[config.mk]
export PLATFORM = sky130hd
export DESIGN_NAME = radix_text_to_int128_parser
export DESIGN_NICKNAME = d
export VERILOG_FILES = /design/src/rtl/core/rtti_pkg.sv /design/src/rtl/core/rtti_mul_add.sv /design/src/rtl/core/rtti_finish.sv /design/src/rtl/core/radix_text_to_int128_parser.sv
export SDC_FILE = /design/constraint.sdc
export NUM_CORES = 2
export LEC_CHECK = 0
export BUFFER_PORTS_ARGS = -buffer_cell sky130_fd_sc_hd__buf_2
export CAP_MARGIN = 15
export CORE_MARGIN = 2
export CORE_UTILIZATION = 51
export CTS_CLUSTER_SIZE = 16
export DETAILED_ROUTE_END_ITERATION = 16
export GPL_TIMING_DRIVEN = 0
export PLACE_DENSITY_LB_ADDON = 0.05
export REMOVE_ABC_BUFFERS = 1
export SYNTH_ARGS = -nofsm -noshare
export SYNTH_HDL_FRONTEND = slang
export SYNTH_SLANG_ARGS = --single-unit
[constraint.sdc]
create_clock -name i_clk -period 17.22 [get_ports i_clk]
set_clock_uncertainty 0.2 [all_clocks]
set_input_delay 1.722 -clock i_clk [delete_from_list [all_inputs] [get_ports i_clk]]
set_output_delay 1.722 -clock i_clk [all_outputs]
set_load 0.01 [all_outputs]
[src/rtl/core/rtti_pkg.sv]
`timescale 1ns / 1ps
// Shared types, character constants and digit decode for the radix text parser.
// No dependencies; imported by every module of the block.
package rtti_pkg;

    localparam int AccWidth   = 128;
    localparam int HalfWidth  = 64;
    localparam int RadixWidth = 6;
    localparam int CharWidth  = 8;
    localparam int DigitWidth = 7;

    typedef logic [AccWidth-1:0]   t_acc;
    typedef logic [HalfWidth-1:0]  t_half;
    typedef logic [RadixWidth-1:0] t_radix;
    typedef logic [CharWidth-1:0]  t_char;
    typedef logic [DigitWidth-1:0] t_digit;

    // configuration register indexes
    typedef enum logic {
        CfgRadix  = 1'b0,
        CfgSigned = 1'b1
    } t_cfg_index;

    localparam t_radix RadixReset  = 6'd10;
    localparam logic   SignedReset = 1'b1;

    localparam t_char CharMinus  = 8'h2D;  // '-'
    localparam t_char CharZero   = 8'h30;  // '0'
    localparam t_char CharNine   = 8'h39;
    localparam t_char CharUpperA = 8'h41;  // 'A'
    localparam t_char CharUpperZ = 8'h5A;
    localparam t_char CharLowerA = 8'h61;
    localparam t_char CharLowerZ = 8'h7A;
    localparam t_char LetterBase = 8'd10;

    // marks a byte that is no digit; above every 6-bit radix
    localparam t_digit DigitNone = 7'd64;

    // per-string state
    typedef struct packed {
        logic char_seen;
        logic digits_seen;
        logic negative;
        logic error;
    } t_str_state;

    typedef struct packed {
        t_half lo;
        t_half hi;
        logic  fail;
    } t_result;

    function automatic t_digit digit_of(input t_char ch);
        t_char v;
        v = t_char'(DigitNone);
        if (ch >= CharZero && ch <= CharNine) begin
            v = ch - CharZero;
        end else if (ch >= CharUpperA && ch <= CharUpperZ) begin
            v = ch - CharUpperA + LetterBase;
        end else if (ch >= CharLowerA && ch <= CharLowerZ) begin
            v = ch - CharLowerA + LetterBase;
        end
        return v[DigitWidth-1:0];
    endfunction

endpackage

[src/rtl/core/rtti_mul_add.sv]
`timescale 1ns / 1ps
// Accumulator step: acc * radix + digit over 128 bits with overflow flag.
// Depends on rtti_pkg.
module rtti_mul_add (
    input  rtti_pkg::t_acc   i_acc,
    input  rtti_pkg::t_radix i_radix,
    input  rtti_pkg::t_radix i_digit,
    output rtti_pkg::t_acc   o_sum,
    output logic             o_ovf
);
    import rtti_pkg::*;

    localparam int ProdWidth = AccWidth + RadixWidth;

    logic [ProdWidth-1:0] w_prod;
    logic [ProdWidth-1:0] w_total;

    // 128 x 6 product; cannot wrap within ProdWidth even with the digit added
    assign w_prod  = {{RadixWidth{1'b0}}, i_acc} * {{AccWidth{1'b0}}, i_radix};
    assign w_total = w_prod + {{AccWidth{1'b0}}, i_digit};
    assign o_sum   = w_total[AccWidth-1:0];
    assign o_ovf   = |w_total[ProdWidth-1:AccWidth];

endmodule

[src/rtl/core/rtti_finish.sv]
`timescale 1ns / 1ps
// End-of-string evaluation: range check, sign application and fail zeroing.
// Depends on rtti_pkg.
module rtti_finish (
    input  rtti_pkg::t_acc       i_acc,
    input  rtti_pkg::t_str_state i_st,
    input  logic                 i_signed_mode,
    output rtti_pkg::t_result    o_result
);
    import rtti_pkg::*;

    logic w_fail;
    logic w_range_bad;
    t_acc w_neg;
    t_acc w_val;

    assign w_neg = ~i_acc + t_acc'(1);

    always_comb begin
        w_range_bad = 1'b0;
        if (i_signed_mode || i_st.negative) begin
            if (i_st.negative) begin
                // magnitude 2^127 is the int128 minimum and allowed
                w_range_bad = i_acc[AccWidth-1] && (|i_acc[AccWidth-2:0]);
            end else begin
                w_range_bad = i_acc[AccWidth-1];
            end
        end
        w_fail = i_st.error || !i_st.digits_seen || w_range_bad;
        if (w_fail) begin
            w_val = '0;
        end else if (i_st.negative) begin
            w_val = w_neg;
        end else begin
            w_val = i_acc;
        end
        o_result.lo   = w_val[HalfWidth-1:0];
        o_result.hi   = w_val[AccWidth-1:HalfWidth];
        o_result.fail = w_fail;
    end

endmodule

[src/rtl/core/radix_text_to_int128_parser.sv]
`timescale 1ns / 1ps
// Radix text to int128 parser, top level. Uses rtti_pkg, rtti_mul_add, rtti_finish.
// Result path: an accepted end beat is held in the input register, then evaluated into the output register.
// Throughput: one beat per cycle; the 128 x 6 multiply-add updates the accumulator
// on the edge after each character beat is registered. The input stalls only while
// an end beat waits behind a stalled result. Reset (synchronous, active low): radix 10,
// signed mode on, string state clear.
module radix_text_to_int128_parser (
    input  logic                 i_clk,
    input  logic                 i_rst_n,
    input  logic                 i_cfg_wr_en,
    input  logic                 i_cfg_index,
    input  rtti_pkg::t_radix     i_cfg_wdata,
    input  logic                 i_in_valid,
    output logic                 o_in_stall,
    input  rtti_pkg::t_char      i_char_code,
    input  logic                 i_end_of_text,
    output logic                 o_out_valid,
    input  logic                 i_out_stall,
    output rtti_pkg::t_half      o_value_low,
    output rtti_pkg::t_half      o_value_high,
    output logic                 o_parse_failed
);
    import rtti_pkg::*;

    // configuration
    t_radix     r_radix;
    logic       r_signed;

    // input register
    logic       r_s1_valid;
    t_char      r_s1_char;
    logic       r_s1_end;

    // string state
    t_acc       r_acc, n_acc;
    t_str_state r_st, n_st;

    // output register
    logic       r_out_valid;
    t_result    r_out;

    logic       w_out_free;
    logic       w_s1_go;
    logic       w_in_acc;
    t_digit     w_digit;
    t_acc       w_sum;
    logic       w_ovf;
    t_result    w_result;

    assign w_out_free = !r_out_valid || !i_out_stall;
    assign w_s1_go    = r_s1_valid && (!r_s1_end || w_out_free);
    assign o_in_stall = r_s1_valid && !w_s1_go;
    assign w_in_acc   = i_in_valid && !o_in_stall;

    assign w_digit = digit_of(r_s1_char);

    rtti_mul_add u_mul_add (
        .i_acc   (r_acc),
        .i_radix (r_radix),
        .i_digit (w_digit[RadixWidth-1:0]),
        .o_sum   (w_sum),
        .o_ovf   (w_ovf)
    );

    rtti_finish u_finish (
        .i_acc         (r_acc),
        .i_st          (r_st),
        .i_signed_mode (r_signed),
        .o_result      (w_result)
    );

    // character beat processing; an end beat clears the string state
    always_comb begin
        n_acc = r_acc;
        n_st  = r_st;
        if (w_s1_go) begin
            if (r_s1_end) begin
                n_acc = '0;
                n_st  = '0;
            end else begin
                n_st.char_seen = 1'b1;
                if (!r_st.error) begin
                    if (!r_st.char_seen && r_s1_char == CharMinus && r_signed) begin
                        n_st.negative = 1'b1;
                    end else if (r_radix < t_radix'(2)
                                 || w_digit >= {1'b0, r_radix}) begin
                        n_st.error = 1'b1;
                    end else begin
                        n_acc          = w_sum;
                        n_st.digits_seen = 1'b1;
                        if (w_ovf) begin
                            n_st.error = 1'b1;
                        end
                    end
                end
            end
        end
    end

    always_ff @(posedge i_clk) begin
        if (!i_rst_n) begin
            r_radix  <= RadixReset;
            r_signed <= SignedReset;
        end else if (i_cfg_wr_en) begin
            unique case (t_cfg_index'(i_cfg_index))
                CfgRadix:  r_radix  <= i_cfg_wdata;
                CfgSigned: r_signed <= i_cfg_wdata[0];
                default:   r_radix  <= r_radix;
            endcase
        end
    end

    always_ff @(posedge i_clk) begin
        if (!i_rst_n) begin
            r_s1_valid  <= 1'b0;
            r_acc       <= '0;
            r_st        <= '0;
            r_out_valid <= 1'b0;
        end else begin
            if (w_in_acc) begin
                r_s1_valid <= 1'b1;
            end else if (w_s1_go) begin
                r_s1_valid <= 1'b0;
            end
            r_acc <= n_acc;
            r_st  <= n_st;
            if (w_s1_go && r_s1_end) begin
                r_out_valid <= 1'b1;
            end else if (!i_out_stall) begin
                r_out_valid <= 1'b0;
            end
        end
    end

    always_ff @(posedge i_clk) begin
        if (w_in_acc) begin
            r_s1_char <= i_char_code;
            r_s1_end  <= i_end_of_text;
        end
        if (w_s1_go && r_s1_end) begin
            r_out <= w_result;
        end
    end

    assign o_out_valid    = r_out_valid;
    assign o_value_low    = r_out.lo;
    assign o_value_high   = r_out.hi;
    assign o_parse_failed = r_out.fail;

endmodule

Word level (Yosys, flattened, before mapping)
Cells that the tools add are included.
{"block": "totals", "regBits": 279, "in_bits": 21, "output_inout_bits": 131}
{"block": "classes", "add_sub_neg": 7, "mul": 1, "order_cmp": 8, "n_eq_ne": 5, "muxes": 22, "bitwise": 2, "reduce_logical": 31}
{"cell": "$mux W128", "count": 5}
{"cell": "$add A134 B6 Y134", "count": 1}
{"cell": "$mul A128 B6 Y134", "count": 1}
{"cell": "$add A128 B1 Y128 const B", "count": 1}
{"cell": "$not A128 Y128", "count": 1}
{"cell": "$reduce_or A127 Y1", "count": 1}
{"cell": "$mux W7", "count": 3}
{"cell": "$ge A8 B7 Y1 const B", "count": 2}
{"cell": "$le A8 B7 Y1 const B", "count": 2}
{"cell": "$add A7 B4 Y7 const B", "count": 2}
{"cell": "$sub A7 B7 Y7 const B", "count": 2}
{"cell": "$mux W1", "count": 12}
{"cell": "$logic_and A1 B1 Y1", "count": 10}
{"cell": "$eq A8 B6 Y1 const B", "count": 1}
{"cell": "$ge A8 B6 Y1 const B", "count": 1}
{"cell": "$le A8 B6 Y1 const B", "count": 1}
{"cell": "$ge A7 B6 Y1", "count": 1}
{"cell": "$logic_not A1 Y1", "count": 7}
{"cell": "$sub A7 B6 Y7 const B", "count": 1}
{"cell": "$logic_or A1 B1 Y1", "count": 6}
{"cell": "$lt A6 B2 Y1 const B", "count": 1}
{"cell": "$ne A2 B2 Y1 const B", "count": 3}
{"cell": "$reduce_or A6 Y1", "count": 1}
{"cell": "$mux W4", "count": 1}
{"cell": "other kinds (7)", "count": 9}

Logic depth before layout (Yosys ltp)
{"block": "depth", "word_depth": 12, "mapped_depth": 25, "depth_no_buf": 23}

Modules after synthesis
From an unflattened synthesis, not the netlist that was laid out.
{"block": "unflattened", "hier_cells": 4357, "area_unflattened_um2": 39999.6}
{"module": "rtti_mul_add", "n_inst": 1, "cells_each": 3095, "area_each_um2": 26546.7}
{"module": "radix_text_to_int128_parser", "n_inst": 1, "cells_each": 579, "area_each_um2": 9248.9}
{"module": "rtti_finish", "n_inst": 1, "cells_each": 683, "area_each_um2": 4204.0}

Least setup slack after synthesis
OpenSTA, ideal clock, no wires.
{"block": "synth_path", "kind": "register -> register", "start": "register r_radix[3]", "end": "register r_st[0] (netlist bit)", "arrival_time_ns": 5.840, "required_time_ns": 16.889, "slack_ns": 11.049, "path_stages_with_launch": 23, "path_buffers": 3, "cell_sequence": "dfxtp_1 clkbuf_1 clkbuf_1 clkbuf_1 nand2_1 fa_1 fa_1 inv_1 fa_1 fa_1 ha_1 o211ai_1 a21o_1 a21oi_1 a21oi_1 o31ai_1 a31o_2 a21oi_1 o41ai_1 a31oi_1 xnor2_1 nor4_1 a211oi_1"}
{"block": "synth_between", "elab_chain_len": 8}
{"item": "start: declaration", "line_no": "radix_text_to_int128_parser.sv:27", "source": "t_radix r_radix;"}
{"item": "start signal: assignment", "line_no": "radix_text_to_int128_parser.sv:103", "source": "r_radix <= RadixReset;"}
{"item": "start signal: assignment", "line_no": "radix_text_to_int128_parser.sv:107", "source": "CfgRadix: r_radix <= i_cfg_wdata;"}
{"item": "start signal: assignment", "line_no": "radix_text_to_int128_parser.sv:109", "source": "default: r_radix <= r_radix;"}
{"item": "$mul A128 B6 Y134", "line_no": "rtti_mul_add.sv:19", "source": "assign w_prod = {{RadixWidth{1'b0}}, i_acc} * {{AccWidth{1'b0}}, i_radix};"}
{"item": "$add A134 B6 Y134", "line_no": "rtti_mul_add.sv:20", "source": "assign w_total = w_prod + {{AccWidth{1'b0}}, i_digit};"}
{"item": "$reduce_or A6 Y1", "line_no": "rtti_mul_add.sv:22", "source": "assign o_ovf = |w_total[ProdWidth-1:AccWidth];"}
{"item": "$mux W1", "line_no": "radix_text_to_int128_parser.sv:92", "source": "if (w_ovf) begin"}
{"item": "$mux W1 (*)", "line_no": "radix_text_to_int128_parser.sv:86", "source": "end else if (r_radix < t_radix'(2)"}
{"item": "$mux W1 (*)", "line_no": "radix_text_to_int128_parser.sv:84", "source": "if (!r_st.char_seen && r_s1_char == CharMinus && r_signed) begin"}
{"item": "$mux W3 (*)", "line_no": "radix_text_to_int128_parser.sv:83", "source": "if (!r_st.error) begin"}
{"item": "$mux W4 (*)", "line_no": "radix_text_to_int128_parser.sv:78", "source": "if (r_s1_end) begin"}
{"item": "end signal: assignment", "line_no": "radix_text_to_int128_parser.sv:127", "source": "r_st <= n_st;"}
{"item": "end: declaration", "line_no": "radix_text_to_int128_parser.sv:37", "source": "t_str_state r_st, n_st;"}
Mark *: on every way between the ends. The rest lies on a longest branch, timed or not. The select of a mux whose other input is x is not followed.
A chain may end at the register's enable or synchronous reset.

Worst setup path after layout
{"block": "layout_path", "start": "register r_radix[0]", "end": "register r_st[0] (netlist bit)"}
The elaborated chain is that of the path after synthesis.

==> run_results.csv <==
group,metric,value,unit
status,outcome,"finished clean",
synth,synth_edf_count,138,
critical_path,endpoint_kind,"register",
floorplan,core,77100,µm²
placement,dpl.hpwl,83900,µm
cells_and_area,finalNonFillerCells,5634,
synth,synth_top_area_share,25.7,%
placement,gp_congestion,0.933,
critical_path,critPathSlowestCell,"dfxtp_4",
sta,fin_ws,9.18,ns
critical_path,required,17.44,ns
power,powerDensity,42.7,nW/µm²
grt,grt.total_usage,28.7,%
sta,finalSetupTns,0,ns
clock_network,path_clk_slew,0.06,ns
synth,synth-seq-cells,279,
clock_network,cts_hold_buf,0,
clock_network,htree_levels,2,
placement,dp_cells,5556,
synth,syn-instance-count,4700,
critical_path,max_stage_delay,0.89,ns
synth,yosysSeqAreaShare,17.6,%
cells_and_area,fillCellCount,7345,
grt,antenna_found_initial,1,
clock_network,cts_sinks,279,
synth,syn_area_per_cell,8.41,µm²
sta,whs,0.282,ns
sta,slew_headroom,18.3,%
synth,yosys_warnings,0,
sta,setup_violations,0,
grt,grt_pass1_vias,32900,
synth,async_reset_ff_share,0,%
synth,yosys.area.top_type,"fa_1",
synth,synth_ff_type,"dfxtp_1",
synth,ys_top_cells_by_area,"fa_1 (26%), edfxtp_1 (10%), ha_1 (9.1%), dfxtp_1 (7.1%), nand2_1 (7.1%)",
cells_and_area,fin_nets,5377,
clock_network,clk_latency,0.59,ns
critical_path,path_buf_inv,3,
cells_and_area,diodes,0,
synth,ys_types,83,
power,fin_total_pwr,1.80,mW
floorplan,start_util,51.3,%
sta,hold_violations,0,
critical_path,cp_top_family,"compound AO/OA/AOI/OAI gates",
critical_path,worstPathArrival,8.26,ns
floorplan,ios,152,
clock_network,clk_path_buf_depth,3,
cells_and_area,area_growth,6.81,%
cells_and_area,multi_input_area,29200,µm²
sta,period_needed,8.04,ns
floorplan,die_h,282,µm
hold_path,hp-class,"register to register",
cells_and_area,drive_gt1_share,6.51,%
power,p_leak,19.9,nW
synth,synth_mux_area_share,0.130,%
drt,vias_per_cell,5.68,
cells_and_area,final_common_cell,"nand2_1",
cells_and_area,layout_common_cells,"nand2_1 (746), inv_1 (517), fa_1 (508)",
clock_network,clockRootBuffer,"clkbuf_16",
drt,wl_per_cell,19.8,µm
placement,io_buffers,151,
sta,rsz0062_at_grt,"no",
sta,fin_crit_sh,46.7,%
floorplan,die-area,79700,µm²
grt,grt_pass1_wl,182000,µm
sta,max_clock_freq,124,MHz
clock_network,ctsResizeCount,0,
cells_and_area,regArea,6990,µm²
synth,synth_top_family_by_area,"adder cells",
floorplan,rows,102,
critical_path,worstSetupPathType,"register to register",
clock_network,cts_tree,"done",
flow_run,cap_violations,0,
drt,routed-via-count,32000,
critical_path,worstPathMaxFanout,68,
placement,post-place-ws,9.17,ns
synth,yosys.area_share.xor_xnor,5.67,%
drt,routed_wl,112000,µm
critical_path,start_kind,"register",
synth,synth_area,39500,µm²
sta,slew_viol_final,0,
grt,grt_overflow,0,
drt,drtPass1Iterations,5,
synth,synthAdderAreaFrac,34.8,%
critical_path,crit_path_cell_trace,"buf_16 -> and2_1 -> fa_1 -> ha_1 -> inv_1 -> fa_1 -> inv_1 -> fa_1 -> ha_1 -> o211ai_1 -> a21o_1 -> a21oi_1 -> a21oi_1 -> o31ai_1 -> a31o_2 -> a21oi_1 -> o41ai_1 -> a31oi_1 -> xnor2_1 -> nor4_1 -> a211oi_1",
floorplan,die_w,282,µm
clock_network,post_cts_buffers,0,
drt,final_antenna_net_count,0,
power,peakVddDrop,0.0618,mV
synth,synth_compound_area_share,12.6,%
clock_network,cts_buffers,42,
drt,drc,0,
sta,tightest_slew,1.23,ns
synth,yosys.area_share.simple,20.6,%
grt,grt_max_degree,86,
drt,drtIter0Drc,1885,
worst paths after layout:
path              startpoint      end  slack [ns]  cells past startpoint
hold reg to reg      r_st[3]  r_st[3]        0.28                      2
setup reg to reg  r_radix[0]  r_st[0]        9.18                     21
setup / recovery  r_radix[0]  r_st[0]        9.18                     21
hold / removal       r_st[3]  r_st[3]        0.28                      2
through the flow:
stage	utilization, %	instance area (µm²)
6_report	54.8	42200
5_1_grt	54.8	42200
4_1_cts	54.8	42200
3_5_place_dp	52.8	40700
3_3_place_gp	52.1	40100
2_1_floorplan	-	38100
power breakdown:
part           switching [mW]  leakage [nW]  internal (mW)  total (mW)
registers              0.0219          2.35          0.705       0.727
clock network           0.368         0.729          0.616       0.983
logic                  0.0644          16.8         0.0291      0.0935
cell families (layout without fill, tap and decap cells):
group,after synthesis,after routing
adders and majority gates,796,796
muxes,5,5
DFF,279,279
buffers and inverters,871,765
xor gates and xnor gates,256,256
and+or+nand+nor,1699,1699
AOI/OAI and AO/OA,794,794
worst reg2reg max path: stages, from the launching register on:
cell and delay (ns):
dfxtp_4 0.89, buf_16 0.36, and2_1 0.20, fa_1 0.43, ha_1 0.29, inv_1 0.05, fa_1 0.53, inv_1 0.06
fa_1 0.47, ha_1 0.40, o211ai_1 0.11, a21o_1 0.21, a21oi_1 0.33, a21oi_1 0.24, o31ai_1 0.55, a31o_2 0.34
a21oi_1 0.21, o41ai_1 0.84, a31oi_1 0.24, xnor2_1 0.19, nor4_1 0.59, a211oi_1 0.15
flip-flops by register name, indices dropped and copies added, names as in the netlist:
register        cells
r_radix             6
r_s1_end            1
o_out_valid         1
o_value_high       64
r_signed            1
r_s1_valid          1
r_st                4
r_acc             128
o_parse_failed      1
r_s1_char           8
o_value_low        64
metal layers:
metal	GRT usage, %	up-vias	wire length (µm)
met2	47.5	787	52700
met1	39.8	16100	50000
met3	3.67	149	5870
met4	7.53	0	2970
li1	-	15000	-
met5	0	-	0
final cells by class:
type / count / share of cell area [%]
multi-input cells: 3550 / 69.2
repair buffers: 169 / 2.92
well taps: 1040 / 3.08
clock inverters: 25 / 0.892
clock buffers: 53 / 2.76
inverters: 518 / 4.62
flip-flops and latches: 279 / 16.6
Yosys cell counts (8+ instances only):
library cell  instances
a211oi_1             11
a21boi_0             11
a21o_1               69
a21oi_1             224
a221oi_1             10
a22oi_1              62
a31oi_1              23
and2_1              274
and3_1               21
and4_1                8
buf_1                26
buf_2                 9
buf_6                12
clkbuf_1            303
dfxtp_1             141
edfxtp_1            138
fa_1                508
ha_1                288
inv_1               518
nand2_1             747
nand2b_1             14
nand3_1              37
nand4_1              71
nor2_1              258
nor2_2               10
nor2b_1              97
nor3_1               60
nor4_1               16
o211ai_1              9
o21a_1               19
o21ai_0             204
o21bai_1             28
o31ai_1              56
o41ai_1              18
or2_2                11
or3_1                27
or4_1                16
xnor2_1              74
xor2_1              182
No activity file was read; power rests on OpenSTA's default activity.
